$ cat config.mk
export PLATFORM = sky130hd
export DESIGN_NAME = bps_fetch
export DESIGN_NICKNAME = d
export VERILOG_FILES = /design/src/rtl/bps_pkg.sv /design/src/rtl/bps_fetch.sv
export SDC_FILE = /design/constraint.sdc
export NUM_CORES = 1
export LEC_CHECK = 0
export BUFFER_PORTS_ARGS = -buffer_cell sky130_fd_sc_hd__buf_2
export CAP_MARGIN = 20
export CORE_UTILIZATION = 37
export DETAILED_ROUTE_END_ITERATION = 16
export PLACE_DENSITY = 0.72
export SLEW_MARGIN = 5
export SYNTH_ARGS = -nofsm -noshare
export SYNTH_HDL_FRONTEND = slang
export SYNTH_SLANG_ARGS = --single-unit
$ cat constraint.sdc
create_clock -name clk -period 5.9 [get_ports clk]
set_clock_uncertainty 0.15 [all_clocks]
set_input_delay 0.295 -clock clk [delete_from_list [all_inputs] [get_ports clk]]
set_output_delay 0.295 -clock clk [all_outputs]
set_load 0.1 [all_outputs]
$ cat src/rtl/bps_pkg.sv
// Shared types and constants of the page statistics and reference scan block.
`default_nettype none

package bps_pkg;

  localparam int unsigned CFG_IDX_W  = 1;
  localparam int unsigned CFG_DATA_W = 32;

  localparam logic [CFG_IDX_W-1:0] REG_PAGE_SIZE   = 1'd0;
  localparam logic [CFG_IDX_W-1:0] REG_TARGET_PAGE = 1'd1;

  localparam int unsigned PAGE_SIZE_W     = 13;
  localparam int unsigned PAGE_SIZE_RESET = 4096;

  localparam int unsigned CNT_W  = 32;
  localparam int unsigned SUM_W  = 48;
  localparam int unsigned OFF_W  = 18;
  localparam int unsigned DSZ_W  = 18;
  localparam int unsigned LEN_W  = 4;
  localparam int unsigned HDR_W  = 96;
  localparam int unsigned CELL_W = 16;
  localparam int unsigned IDX_W  = 12;

  localparam logic [LEN_W-1:0] HDR_LEN  = 4'd12;
  localparam logic [LEN_W-1:0] PTR_LEN  = 4'd2;
  localparam logic [LEN_W-1:0] WORD_LEN = 4'd4;

  localparam logic [OFF_W-1:0] CELL_ARRAY_OFF = 18'd12;
  localparam logic [DSZ_W-1:0] HDR_RESERVED   = 18'd5;

  localparam logic [7:0] TYPE_LEAF     = 8'd10;
  localparam logic [7:0] TYPE_INTERIOR = 8'd2;

  localparam logic [1:0] KIND_RIGHT   = 2'd0;
  localparam logic [1:0] KIND_CELL    = 2'd1;
  localparam logic [1:0] KIND_SUMMARY = 2'd2;

  localparam logic [1:0] CLASS_OTHER    = 2'd0;
  localparam logic [1:0] CLASS_LEAF     = 2'd1;
  localparam logic [1:0] CLASS_INTERIOR = 2'd2;

  typedef struct packed {
    logic [7:0] data_byte;
  } in_item_t;

  typedef struct packed {
    logic [1:0]              report_kind;
    logic [CNT_W-1:0]        page_number;
    logic [IDX_W-1:0]        cell_index;
    logic [1:0]              page_class;
    logic [CNT_W-1:0]        leaf_pages_total;
    logic [SUM_W-1:0]        leaf_cells_total;
    logic signed [SUM_W-1:0] leaf_data_total;
    logic [CNT_W-1:0]        parent_pages_total;
    logic [SUM_W-1:0]        parent_cells_total;
    logic signed [SUM_W-1:0] parent_data_total;
    logic                    reports_dropped;
    logic                    last_of_page;
  } report_t;

  typedef struct packed {
    logic             go;
    logic [OFF_W-1:0] base;
    logic [LEN_W-1:0] len;
  } fetch_req_t;

  typedef struct packed {
    logic             done;
    logic [HDR_W-1:0] word;
  } fetch_rsp_t;

endpackage

`default_nettype wire

$ cat src/rtl/bps_fetch.sv
// Byte fetch unit: reads a run of page bytes big-endian, zero past the page end.
`default_nettype none

module bps_fetch #(
  parameter int unsigned MAX_PAGE_BYTES = 4096
) (
  input  logic                                  clk,
  input  logic                                  rst,
  input  bps_pkg::fetch_req_t                   req,
  input  logic [$clog2(MAX_PAGE_BYTES+1)-1:0]   size,
  output logic [$clog2(MAX_PAGE_BYTES)-1:0]     raddr,
  input  logic [7:0]                            rdata,
  output bps_pkg::fetch_rsp_t                   rsp
);

  localparam int unsigned AW = $clog2(MAX_PAGE_BYTES);

  logic                          busy;
  logic                          done;
  logic [bps_pkg::LEN_W-1:0]     cnt;
  logic [bps_pkg::LEN_W-1:0]     len;
  logic [bps_pkg::OFF_W-1:0]     base;
  logic [bps_pkg::OFF_W-1:0]     off;
  logic                          ok_q;
  logic [bps_pkg::HDR_W-1:0]     word;

  assign off   = base + bps_pkg::OFF_W'(cnt);
  assign raddr = off[AW-1:0];

  always_ff @(posedge clk) begin
    if (rst) begin
      busy <= 1'b0;
      done <= 1'b0;
      cnt  <= '0;
    end else begin
      done <= !req.go && busy && (cnt == len);
      if (req.go) begin
        busy <= 1'b1;
        cnt  <= '0;
        base <= req.base;
        len  <= req.len;
      end else if (busy) begin
        if (cnt != '0) begin
          word <= {word[bps_pkg::HDR_W-9:0], (ok_q ? rdata : 8'd0)};
        end
        ok_q <= (cnt < len) && (off < bps_pkg::OFF_W'(size));
        cnt  <= cnt + 1'b1;
        if (cnt == len) begin
          busy <= 1'b0;
        end
      end
    end
  end

  assign rsp.done = done;
  assign rsp.word = word;

`ifndef SYNTHESIS
  a_go_when_free: assert property (@(posedge clk) disable iff (rst) req.go |-> !busy)
    else $error("fetch started while busy");
`endif

endmodule

`default_nettype wire

==> run_results.csv <==
group,metric,value,unit
sta,setup_ws,2.38,ns
clock_network,tritoncts,"yes",
yosys,synth_compound_area_frac,0.0366,
sta,setup_viol,0,
final_layout,drive_above_1_share,0.387,
run_status,status,"finished clean",
sta,final_max_slew_viol_count,0,
pwr,p_switching,0.453,mW
clock_network,clkTransAtPathRegs,0.05,ns
yosys,synth_top_family_by_area,"adder cells",
critical_path,worst_ep_required_time,5.94,ns
final_layout,final_cell_mix,"154 x buf_2, 119 x edfxtp_1, 27 x dlygate4sd3_1",
drt,wire_per_inst,14.4,um
yosys,synthTopCellsByArea,"edfxtp_1 76%, ha_1 5.9%, dfxtp_1 2.6%",
yosys,synth_edf_count,119,
clock_network,insertion_delay,0.41,ns
yosys,yosys_warnings,0,
yosys,ys_seq_area_frac,0.790,
min_path,hp-class,"in2reg",
floorplanning,pin_count,155,
global_route,gr-usage-all-layers,0.147,
critical_path,start_kind,"flop",
sta,min_period,3.52,ns
pwr,pwr_density_cell,316,nW/um2
final_layout,nNetsFinal,534,
critical_path,crit_slowest_cell,"dfxtp_1",
critical_path,arrival,3.56,ns
yosys,ys_types,36,
sta,maxSlewHeadroom,0.401,
global_route,antenna_found_initial,0,
sta,fmax,284,MHz
yosys,synth_top_cell_by_area,"edfxtp_1",
clock_network,max-clock-path-buffers,2,
global_route,gr-total-overflow,0,
clock_network,cts_resized,0,
place,place_congestion,0.781,
place,place.detailed.hpwl,6460,um
sta,hold_viol,0,
critical_path,crit_path_cell_trace,"ha_1 -> a211o_1 -> a21oi_1 -> nor2_1 -> and3_1 -> xor2_1 -> ha_1 -> a21o_1 -> a211oi_1 -> o21ai_0 -> nor4_1",
yosys,synth-simple-area-share,0.0612,
global_route,grt_pass1_wl,14200,um
sta,setup_tns,0,ns
drt,drt_iter0_drc,108,
pwr,ir_worst_vdd,0.228,mV
sta,fin_crit_sh,0.597,
floorplanning,die_x,114,um
drt,vias,2967,
global_route,grt_pass1_vias,2956,
floorplanning,dieArea,13100,um2
drt,via_per_inst,4.61,
yosys,syn_area_per_cell,17.7,um2
floorplanning,die_h,114,um
yosys,synth.top_cell.area_share,0.764,
clock_network,numCtsBuffers,17,
clock_network,ctsHoldBuffers,27,
yosys,synthCells,265,
critical_path,end_kind,"flop",
pwr,internal-power,1.59,mW
critical_path,critical_path.max_stage_delay,0.49,ns
yosys,synthAdderAreaFrac,0.0631,
critical_path,critical_path.max_fanout,7,
pwr,comb_power_share,0.077,
floorplanning,start_util,0.385,
clock_network,post_cts_buffers,0,
global_route,grt_max_degree,74,
final_layout,layout_commonest_cell,"buf_2",
critical_path,critPathTopFamily,"compound AO/OA/AOI/OAI gates",
job,drv_cap,0,
critical_path,crit_type,"reg2reg",
sta,rsz0062_at_grt,"no",
critical_path,critPathBufInv,0,
yosys,syn_nets,334,
yosys,ys.flop_type,"edfxtp_1",
pwr,swShare,0.222,
sta,worst_slew_pin_slew,0.899,ns
critical_path,rrSetupSlack,2.38,ns
final_layout,syn_to_final_growth,38.1,%
place,port-buffer-count,154,
place,dp_slack,2.43,ns
floorplanning,coreArea,12200,um2
critical_path,cpMostUsedCell,"ha_1",
yosys,synthMuxAreaShare,0.00214,
pwr,leakage,2.62,nW
clock_network,htree_levels,4,
yosys,yosys_register_bits,125,
pwr,power_frac_seq,0.484,
yosys,syn-cell-area,4680,um2
floorplanning,num_rows,40,
final_layout,diodes,0,
clock_network,clock-sinks,125,
drt,wirelength,9240,um
drt,drtPass1Iterations,4,
drt,route.detailed.drc,0,
drt,ant_nets,0,
yosys,async_flop_share,0,
clock_network,clockRootBuffer,"clkbuf_16",
pwr,p_clk_frac,0.439,
yosys,synth-xor-area-share,0.0281,
through the flow:
stage / instance area, um2 / utilization / total power [mW] / cells / hold slack (ns)
floorplan: 4680 / - / 1.11 / 265 / 0.217
global placement: 5670 / 0.466 / 1.15 / 586 / 0.275
detailed placement: 5670 / 0.466 / 1.15 / 586 / 0.278
CTS: 6450 / 0.530 / 2.07 / 643 / 0.00319
global route: 6460 / 0.531 / 2.12 / 644 / 0.0101
finish: 6460 / 0.531 / 2.04 / 644 / 0.0212
layer usage:
| layer | global-route usage | share of wire | vias up |
|---|---|---|---|
| li1 | - | - | 1397 |
| met1 | 0.160 | 0.40 | 1431 |
| met2 | 0.242 | 0.50 | 122 |
| met3 | 0.0588 | 0.077 | 17 |
| met4 | 0.0900 | 0.023 | 0 |
| met5 | 0 | 0 | - |
cell usage after synthesis (2+ instances only):
library cell / instances
edfxtp_1: 119
ha_1: 22
inv_1: 21
nor2_1: 10
and2_1: 9
xor2_1: 9
a21oi_1: 8
nor3_1: 8
dfxtp_1: 6
xnor2_1: 6
nand4_1: 5
nand2_1: 4
a211oi_1: 3
a21o_1: 3
nand3_1: 3
o21ai_0: 3
a211o_1: 2
and3_1: 2
nor2b_1: 2
nor4_1: 2
o31a_1: 2
or2_2: 2
power by group through the flow:
stage               logic, mW  registers (mW)  clock network [mW]
detailed placement      0.143            1.01                   0
global placement        0.140            1.01                   0
finish                  0.158           0.990               0.897
floorplan              0.0886            1.02                   0
CTS                     0.158           0.989               0.920
global route            0.169           0.990               0.956
worst paths after layout:
check,start,end,depth (start not counted)
setup / recovery,cnt[1]$_SDFFE_PN0P_,ok_q$_DFFE_PP_,11
hold / removal,rdata[2],word[2]$_SDFFCE_PN0P_,2
setup reg to reg,cnt[1]$_SDFFE_PN0P_,ok_q$_DFFE_PP_,11
hold reg to reg,word[27]$_DFFE_PP_,word[35]$_DFFE_PP_,0
area by class of cell:
cell class / count / area (um2)
Clock buffer: 19 / 433
Clock inverter: 11 / 78.8
Fill cell: 1019 / 5700
Inverter: 21 / 78.8
Multi-Input combinational cell: 117 / 908
Sequential cell: 125 / 3690
Tap cell: 168 / 210
Timing Repair Buffer: 183 / 1060
cells by family (layout without fill, tap and decap cells):
| family | after synthesis | count (layout) |
|---|---|---|
| DFF | 125 | 125 |
| and+or+nand+nor | 52 | 52 |
| AOI/OAI and AO/OA | 26 | 26 |
| adders and majority gates | 23 | 23 |
| buffers and inverters | 23 | 234 |
| xor gates and xnor gates | 15 | 15 |
| muxes | 1 | 1 |
sequential cells by signal, indices dropped and copies added (netlist names):
name / count
word: 96
base: 18
cnt: 4
len: 4
busy: 1
done: 1
ok_q: 1
(Power assumes the default switching activity.)
