[config.mk]
export PLATFORM = sky130hd
export DESIGN_NAME = bps_ctrl_flat
export DESIGN_NICKNAME = d
export VERILOG_FILES = /design/src/rtl/bps_pkg.sv /design/src/rtl/bps_stream_if.sv /design/src/rtl/bps_ctrl.sv /design/src/flat_wrapper.sv
export SDC_FILE = /design/constraint.sdc
export NUM_CORES = 1
export LEC_CHECK = 0
export ABC_CLOCK_PERIOD_IN_PS = 3800
export BUFFER_PORTS_ARGS = -buffer_cell sky130_fd_sc_hd__buf_4
export CAP_MARGIN = 20
export CORE_ASPECT_RATIO = 1.1
export CORE_UTILIZATION = 49
export CTS_CLUSTER_DIAMETER = 150
export CTS_CLUSTER_SIZE = 16
export DETAILED_ROUTE_END_ITERATION = 16
export PLACE_DENSITY = 0.77
export SLEW_MARGIN = 20
export SYNTH_ARGS = -nofsm -noshare
export SYNTH_HDL_FRONTEND = slang
export SYNTH_SLANG_ARGS = --single-unit
[constraint.sdc]
create_clock -name clk -period 3.8 [get_ports clk]
set_input_delay 0.19 -clock clk [delete_from_list [all_inputs] [get_ports clk]]
set_output_delay 0.19 -clock clk [all_outputs]
set_load 0.05 [all_outputs]
[src/rtl/bps_pkg.sv]
// Shared types and constants of the page statistics and reference scan block.
`default_nettype none

package bps_pkg;

  localparam int unsigned CFG_IDX_W  = 1;
  localparam int unsigned CFG_DATA_W = 32;

  localparam logic [CFG_IDX_W-1:0] REG_PAGE_SIZE   = 1'd0;
  localparam logic [CFG_IDX_W-1:0] REG_TARGET_PAGE = 1'd1;

  localparam int unsigned PAGE_SIZE_W     = 13;
  localparam int unsigned PAGE_SIZE_RESET = 4096;

  localparam int unsigned CNT_W  = 32;
  localparam int unsigned SUM_W  = 48;
  localparam int unsigned OFF_W  = 18;
  localparam int unsigned DSZ_W  = 18;
  localparam int unsigned LEN_W  = 4;
  localparam int unsigned HDR_W  = 96;
  localparam int unsigned CELL_W = 16;
  localparam int unsigned IDX_W  = 12;

  localparam logic [LEN_W-1:0] HDR_LEN  = 4'd12;
  localparam logic [LEN_W-1:0] PTR_LEN  = 4'd2;
  localparam logic [LEN_W-1:0] WORD_LEN = 4'd4;

  localparam logic [OFF_W-1:0] CELL_ARRAY_OFF = 18'd12;
  localparam logic [DSZ_W-1:0] HDR_RESERVED   = 18'd5;

  localparam logic [7:0] TYPE_LEAF     = 8'd10;
  localparam logic [7:0] TYPE_INTERIOR = 8'd2;

  localparam logic [1:0] KIND_RIGHT   = 2'd0;
  localparam logic [1:0] KIND_CELL    = 2'd1;
  localparam logic [1:0] KIND_SUMMARY = 2'd2;

  localparam logic [1:0] CLASS_OTHER    = 2'd0;
  localparam logic [1:0] CLASS_LEAF     = 2'd1;
  localparam logic [1:0] CLASS_INTERIOR = 2'd2;

  typedef struct packed {
    logic [7:0] data_byte;
  } in_item_t;

  typedef struct packed {
    logic [1:0]              report_kind;
    logic [CNT_W-1:0]        page_number;
    logic [IDX_W-1:0]        cell_index;
    logic [1:0]              page_class;
    logic [CNT_W-1:0]        leaf_pages_total;
    logic [SUM_W-1:0]        leaf_cells_total;
    logic signed [SUM_W-1:0] leaf_data_total;
    logic [CNT_W-1:0]        parent_pages_total;
    logic [SUM_W-1:0]        parent_cells_total;
    logic signed [SUM_W-1:0] parent_data_total;
    logic                    reports_dropped;
    logic                    last_of_page;
  } report_t;

  typedef struct packed {
    logic             go;
    logic [OFF_W-1:0] base;
    logic [LEN_W-1:0] len;
  } fetch_req_t;

  typedef struct packed {
    logic             done;
    logic [HDR_W-1:0] word;
  } fetch_rsp_t;

endpackage

`default_nettype wire

[src/rtl/bps_stream_if.sv]
// Valid/ready stream channel carrying one payload per transfer.
`default_nettype none

interface bps_stream_if #(
  parameter type payload_t = logic [7:0]
) ();
  logic     valid;
  logic     ready;
  payload_t payload;

  modport source (output valid, output payload, input ready);
  modport sink   (input valid, input payload, output ready);
endinterface

`default_nettype wire

[src/rtl/bps_ctrl.sv]
// Page sequencer: header decode, running totals, pointer scan and report register.
`default_nettype none

module bps_ctrl #(
  parameter int unsigned MAX_PAGE_BYTES = 4096,
  parameter int unsigned MAX_REPORTS    = 63
) (
  input  logic                                clk,
  input  logic                                rst,
  input  logic                                page_done,
  input  logic [$clog2(MAX_PAGE_BYTES+1)-1:0] size,
  input  logic [bps_pkg::CNT_W-1:0]           target_page,
  output logic                                busy,
  output bps_pkg::fetch_req_t                 req,
  input  bps_pkg::fetch_rsp_t                 rsp,
  bps_stream_if.source                        report_out
);

  localparam int unsigned RW = $clog2(MAX_REPORTS + 1);

  typedef enum logic [3:0] {
    S_IDLE, S_HDR, S_ACC, S_RPTR, S_CELL, S_PTR, S_CHILD, S_EMIT, S_SUM
  } state_t;

  state_t                         state;
  logic [bps_pkg::CNT_W-1:0]      page_cnt;
  logic [bps_pkg::CNT_W-1:0]      leaf_pages;
  logic [bps_pkg::SUM_W-1:0]      leaf_cells;
  logic [bps_pkg::SUM_W-1:0]      leaf_data;
  logic [bps_pkg::CNT_W-1:0]      par_pages;
  logic [bps_pkg::SUM_W-1:0]      par_cells;
  logic [bps_pkg::SUM_W-1:0]      par_data;
  logic [1:0]                     cls;
  logic [bps_pkg::CELL_W-1:0]     cells;
  logic [bps_pkg::DSZ_W-1:0]      dsz;
  logic [bps_pkg::CNT_W-1:0]      rptr;
  logic [bps_pkg::CELL_W-1:0]     idx;
  logic [bps_pkg::OFF_W-1:0]      ptr_off;
  logic [RW-1:0]                  nrep;
  logic                           dropped;
  logic                           out_valid;
  bps_pkg::report_t               out_data;
  bps_pkg::report_t               rep;
  logic                           out_free;
  logic [bps_pkg::SUM_W-1:0]      dsz_ext;
  logic [bps_pkg::IDX_W-1:0]      idx_sat;
  logic [7:0]                     hdr_type;
  logic                           ptr_in_page;
  logic                           load;
  logic                           go_next;

  assign out_free = !out_valid || report_out.ready;
  assign dsz_ext  = {{(bps_pkg::SUM_W - bps_pkg::DSZ_W){dsz[bps_pkg::DSZ_W-1]}}, dsz};
  assign idx_sat  = (idx[bps_pkg::CELL_W-1:bps_pkg::IDX_W] != '0) ? '1
                                                                  : idx[bps_pkg::IDX_W-1:0];
  assign hdr_type = rsp.word[95:88];
  assign busy     = (state != S_IDLE);

  assign ptr_in_page = bps_pkg::OFF_W'(rsp.word[15:0]) < bps_pkg::OFF_W'(size);
  assign load        = out_free && ((state == S_RPTR && rptr == target_page) ||
                                    state == S_EMIT || state == S_SUM);
  assign go_next     = (state == S_IDLE && page_done) ||
                       (state == S_CELL && idx < cells) ||
                       (state == S_PTR && rsp.done && ptr_in_page);

  assign report_out.valid   = out_valid;
  assign report_out.payload = out_data;

  always_comb begin
    rep                    = '0;
    rep.page_number        = page_cnt;
    rep.page_class         = cls;
    rep.leaf_pages_total   = leaf_pages;
    rep.leaf_cells_total   = leaf_cells;
    rep.leaf_data_total    = leaf_data;
    rep.parent_pages_total = par_pages;
    rep.parent_cells_total = par_cells;
    rep.parent_data_total  = par_data;
    if (state == S_RPTR) begin
      rep.report_kind = bps_pkg::KIND_RIGHT;
    end else if (state == S_EMIT) begin
      rep.report_kind = bps_pkg::KIND_CELL;
      rep.cell_index  = idx_sat;
    end else begin
      rep.report_kind     = bps_pkg::KIND_SUMMARY;
      rep.reports_dropped = dropped;
      rep.last_of_page    = 1'b1;
    end
  end

  always_ff @(posedge clk) begin
    if (rst) begin
      state      <= S_IDLE;
      out_valid  <= 1'b0;
      req.go     <= 1'b0;
      page_cnt   <= '0;
      leaf_pages <= '0;
      leaf_cells <= '0;
      leaf_data  <= '0;
      par_pages  <= '0;
      par_cells  <= '0;
      par_data   <= '0;
      nrep       <= '0;
      dropped    <= 1'b0;
    end else begin
      req.go <= go_next;
      if (load) begin
        out_valid <= 1'b1;
        out_data  <= rep;
      end else if (report_out.ready) begin
        out_valid <= 1'b0;
      end
      unique case (state)
        S_IDLE: begin
          if (page_done) begin
            page_cnt <= page_cnt + 1'b1;
            req.base <= '0;
            req.len  <= bps_pkg::HDR_LEN;
            state    <= S_HDR;
          end
        end
        S_HDR: begin
          if (rsp.done) begin
            if (hdr_type == bps_pkg::TYPE_LEAF) begin
              cls <= bps_pkg::CLASS_LEAF;
            end else if (hdr_type == bps_pkg::TYPE_INTERIOR) begin
              cls <= bps_pkg::CLASS_INTERIOR;
            end else begin
              cls <= bps_pkg::CLASS_OTHER;
            end
            cells <= rsp.word[71:56];
            dsz   <= bps_pkg::DSZ_W'(size) - bps_pkg::HDR_RESERVED
                     - bps_pkg::DSZ_W'(rsp.word[55:40]);
            rptr  <= rsp.word[31:0];
            state <= S_ACC;
          end
        end
        S_ACC: begin
          nrep    <= '0;
          dropped <= 1'b0;
          idx     <= '0;
          ptr_off <= bps_pkg::CELL_ARRAY_OFF;
          if (cls == bps_pkg::CLASS_LEAF) begin
            leaf_pages <= leaf_pages + 1'b1;
            leaf_cells <= leaf_cells + bps_pkg::SUM_W'(cells);
            leaf_data  <= leaf_data + dsz_ext;
            state      <= S_SUM;
          end else if (cls == bps_pkg::CLASS_INTERIOR) begin
            par_pages <= par_pages + 1'b1;
            par_cells <= par_cells + bps_pkg::SUM_W'(cells);
            par_data  <= par_data + dsz_ext;
            state     <= S_RPTR;
          end else begin
            state <= S_SUM;
          end
        end
        S_RPTR: begin
          if (rptr != target_page) begin
            state <= S_CELL;
          end else if (out_free) begin
            nrep  <= RW'(1);
            state <= S_CELL;
          end
        end
        S_CELL: begin
          if (idx < cells) begin
            req.base <= ptr_off;
            req.len  <= bps_pkg::PTR_LEN;
            state    <= S_PTR;
          end else begin
            state <= S_SUM;
          end
        end
        S_PTR: begin
          if (rsp.done) begin
            if (ptr_in_page) begin
              req.base <= bps_pkg::OFF_W'(rsp.word[15:0]);
              req.len  <= bps_pkg::WORD_LEN;
              state    <= S_CHILD;
            end else begin
              idx     <= idx + 1'b1;
              ptr_off <= ptr_off + 2'd2;
              state   <= S_CELL;
            end
          end
        end
        S_CHILD: begin
          if (rsp.done) begin
            if (rsp.word[31:0] == target_page && nrep < RW'(MAX_REPORTS)) begin
              state <= S_EMIT;
            end else begin
              if (rsp.word[31:0] == target_page) begin
                dropped <= 1'b1;
              end
              idx     <= idx + 1'b1;
              ptr_off <= ptr_off + 2'd2;
              state   <= S_CELL;
            end
          end
        end
        S_EMIT: begin
          if (out_free) begin
            nrep    <= nrep + 1'b1;
            idx     <= idx + 1'b1;
            ptr_off <= ptr_off + 2'd2;
            state   <= S_CELL;
          end
        end
        S_SUM: begin
          if (out_free) begin
            state <= S_IDLE;
          end
        end
        default: state <= S_IDLE;
      endcase
    end
  end

`ifndef SYNTHESIS
  a_close_when_idle: assert property (@(posedge clk) disable iff (rst)
    page_done |-> state == S_IDLE)
    else $error("page closed while previous page still in progress");
  a_report_bound: assert property (@(posedge clk) disable iff (rst)
    nrep <= RW'(MAX_REPORTS))
    else $error("match report count above limit");
  a_fetch_idle: assert property (@(posedge clk) disable iff (rst)
    state == S_IDLE |-> !req.go)
    else $error("fetch issued while idle");
`endif

endmodule

`default_nettype wire

[src/flat_wrapper.sv]
// flat-port wrapper written by rule: the top's interface ports become plain ports
module bps_ctrl_flat 
#(
  parameter int unsigned MAX_PAGE_BYTES = 4096,
  parameter int unsigned MAX_REPORTS    = 63
)
  (clk, rst, page_done, size, target_page, busy, req, rsp, report_out_valid, report_out_payload, report_out_ready);
  bps_stream_if report_out_i ();
  input  logic clk;
  input  logic rst;
  input  logic page_done;
  input  logic [$clog2(MAX_PAGE_BYTES+1)-1:0] size;
  input  logic [bps_pkg::CNT_W-1:0] target_page;
  output logic busy;
  output bps_pkg::fetch_req_t req;
  input  bps_pkg::fetch_rsp_t rsp;
  output wire logic [$bits(report_out_i.valid)-1:0] report_out_valid;
  output wire logic [$bits(report_out_i.payload)-1:0] report_out_payload;
  input wire logic [$bits(report_out_i.ready)-1:0] report_out_ready;
  assign report_out_valid = report_out_i.valid;
  assign report_out_payload = report_out_i.payload;
  assign report_out_i.ready = report_out_ready;
  bps_ctrl #(.MAX_PAGE_BYTES(MAX_PAGE_BYTES), .MAX_REPORTS(MAX_REPORTS)) u_core (.clk(clk), .rst(rst), .page_done(page_done), .size(size), .target_page(target_page), .busy(busy), .req(req), .rsp(rsp), .report_out(report_out_i));
endmodule
==> impl_metrics.csv <==
group,metric,value,unit
run_status,status,"complete, no violations",
finish,final_layout_size_suffix_gt1_share,21.08,%
route,vias_per_cell,5.478,
timing,tns,0,ns
timing,finalSetupViolations,0,
logic_synthesis,synth_area,7416,um2
setup_path,critPathMostFrequentCell,"buf_4",
clock_network,cts_tree,"done",
placement,io_buffers,143,
logic_synthesis,yosys_register_bits,137,
route,vias,5834,
grt,grt.total_usage,23.66,%
setup_path,crit_fanout,21,
pwr,finalPower,4.004,mW
pwr,p_per_area,413.3,nW/um2
floorplan,fp.dieW,119.3,um
logic_synthesis,yosysSeqAreaShare,52.91,%
clock_network,clk_pin_slew,0.05,ns
setup_path,r2r_setup_slack,1.09,ns
setup_path,critPathKind,"in2reg",
finish,final_nets,1049,
clock_network,cts_sinks,137,
pwr,clockPowerShare,37.8,%
setup_path,start_kind,"input pin",
setup_path,required,3.89,ns
clock_network,cts-resized-gates,0,
clock_network,clk_latency,0.43,ns
timing,slew_violations,0,
floorplan,rows,46,
finish,num_antenna_cells,0,
pwr,p_int,2.973,mW
floorplan,core,14620,um2
floorplan,initial_core_util,50.73,%
grt,antenna_found_initial,0,
grt,grt_pass1_vias,5789,
finish,layoutNonFillerInstCount,1065,
min_path,min_path_type,"in2reg",
setup_path,critPathSlowestCell,"dlygate4sd3_1",
floorplan,fp.dieArea,15630,um2
clock_network,cts_inserted_buffers,17,
placement,hpwlAfterDp,13.35,mm
setup_path,cp-end-kind,"flip-flop",
timing,hold_viol,0,
timing,worst_slew_pin_slew,0.7908,ns
logic_synthesis,synth_edf_count,118,
timing,skew,0.01550,ns
route,dr.pass1.iters,5,
logic_synthesis,ys_types,58,
clock_network,cts_max_level,4,
logic_synthesis,postSynthCellCount,665,
route,wire_per_inst,17.24,um
placement,dp_cells,994,
job,maxCapViolCount,0,
grt,grt_pass1_wl,27.87,mm
pwr,p_leak,3.846,nW
timing,fmax,0.3641,GHz
logic_synthesis,synthArstFlopShare,0,%
pwr,p_seq_share,44.6,%
finish,final_cell_mix,"151 x buf_4, 118 x edfxtp_1, 62 x nor2_1",
route,drt_iter0_markers,403,
timing,rsz0062_at_grt,"no",
logic_synthesis,avgSynthCellArea,11.15,um2
logic_synthesis,synth_nets,854,
floorplan,die_y,131.0,um
pwr,swShare,25.77,%
logic_synthesis,yosys_warnings,0,
timing,max_slew_margin,46.79,%
finish,final_common_cell,"buf_4",
setup_path,cp_data_arrival_time,2.84,ns
route,drc,0,
setup_path,crit_chain,"dlygate4sd3_1 > buf_4 > ha_1 > or4_1 > a221oi_1 > nand4_1 > a311oi_4 > buf_4",
timing,period_needed,2.746,ns
route,postRouteAntennaNets,0,
setup_path,max_stage_delay,0.54,ns
pwr,peakVddDrop,0.3265,mV
placement,gp_congestion,0.9077,
pwr,p_comb_share,17.7,%
clock_network,clockBufferDepth,2,
grt,grt_start_max_net_pins,34,
floorplan,io_pins,179,
grt,gr-total-overflow,0,
pwr,p_switching,1.032,mW
clock_network,clock-root-buffer,"clkbuf_16",
logic_synthesis,synth_flop_cell,"edfxtp_1",
timing,fin_crit_sh,72.27,%
route,wirelength,18.36,mm
finish,area_delta_synth_final,30.64,%
[synth_stat cells (all sizes together), types with 5 or more instances]
library cell / instances / area, um2
a21oi: 41 / 205.2
nor4: 11 / 68.82
xor2: 50 / 437.9
nor3: 11 / 55.05
and4: 5 / 43.79
mux2i: 16 / 160.2
nor2b: 5 / 31.28
or3: 13 / 86.33
nand4: 20 / 125.1
xnor2: 48 / 420.4
clkbuf: 7 / 26.28
nor2: 63 / 244.0
a21o: 5 / 37.54
dfxtp: 19 / 380.4
ha: 41 / 513.0
nand3: 18 / 95.09
inv: 50 / 187.7
edfxtp: 118 / 3543
nand2b: 5 / 38.78
nand2: 38 / 142.6
o21ai: 21 / 105.1
a31oi: 6 / 37.54
and3: 11 / 73.82
buf: 7 / 33.78
[sequential cells by signal, indices dropped and copies added, names as in the netlist, 4 cells and up]
name and cells:
u_core.state 4, u_core.report_out.payload 8, u_core.rptr 32, u_core.cells 16, u_core.req 22, u_core.par_data 6, u_core.dsz 6, u_core.nrep 6
u_core.idx 16, u_core.ptr_off 17
[power groups by stage]
stage               clock network [mW]  registers, mW  logic [mW]
floorplan                            0           1.88       0.334
global placement                     0           1.81       0.642
detailed placement                   0           1.81       0.667
CTS                               1.52           1.78       0.703
global route                      1.59           1.79       0.761
finish                            1.51           1.78       0.708
[per-stage QoR]
stage	util, %	hold slack, ns	setup WS [ns]	cell area (um2)
2_1_floorplan	-	0.2889	0.2166	7416
3_3_place_gp	59.87	0.3680	1.171	8752
3_5_place_dp	59.87	0.3694	1.187	8752
4_1_cts	66.20	0.0007609	1.085	9678
5_1_grt	66.27	0.003885	0.8870	9688
6_report	66.27	0.008197	1.054	9688
[final timing paths]
check	cells after the start	from	end
max	8	rsp[12]	u_core.req[20]$_DFFE_PP_
min	1	rsp[4]	u_core.rptr[4]$_DFFE_PP_
max reg2reg	5	u_core.state[2]$_SDFFE_PP0P_	u_core.req[20]$_DFFE_PP_
min reg2reg	0	u_core.par_data[5]$_SDFFE_PP0P_	u_core.report_out.payload[7]$_DFFE_PP_
[metal layers]
| layer | track usage (%) | up-vias | share of wire, % |
|---|---|---|---|
| met2 | 43.64 | 216 | 53 |
| li1 | - | 2791 | - |
| met5 | 0 | - | 0 |
| met1 | 26.12 | 2780 | 39 |
| met3 | 5.208 | 47 | 5.3 |
| met4 | 11.18 | 0 | 3.1 |
[final cells by class]
class	count	area, um2
inverter	51	191.4
clock inverter	2	8.758
timing repair buffer	190	1524
multi-input combinational	463	3263
clock buffer	30	536.8
sequential	137	3924
fill	1070	4931
tap	192	240.2
[critical path, delay by kind of cell]
| kind | cells | cell delay (ns) |
|---|---|---|
| buffers and inverters | 3 | 1.04 |
| and+or+nand+nor | 2 | 0.70 |
| AOI/OAI and AO/OA | 2 | 0.75 |
| adders and majority gates | 1 | 0.16 |
[timing repair]
action / 4_1_cts / 5_1_grt
hold buffers: 38 / 1
setup buffers: 0 / 0
endpoints found under the hold margin: 38 / 1
[logic make-up (layout without fill, tap and decap cells)]
| kind of cell | Yosys count | after routing | share of synthesized area, % |
|---|---|---|---|
| and+or+nand+nor | 209 | 209 | 14.43 |
| DFF | 137 | 137 | 52.91 |
| xor gates and xnor gates | 98 | 98 | 11.57 |
| AOI/OAI and AO/OA | 96 | 96 | 8.031 |
| buffers and inverters | 65 | 273 | 3.391 |
| adders and majority gates | 43 | 43 | 7.457 |
| muxes | 16 | 16 | 2.160 |
| other | 1 | 1 | 0.05057 |
No activity file was read; power rests on OpenSTA's default activity.
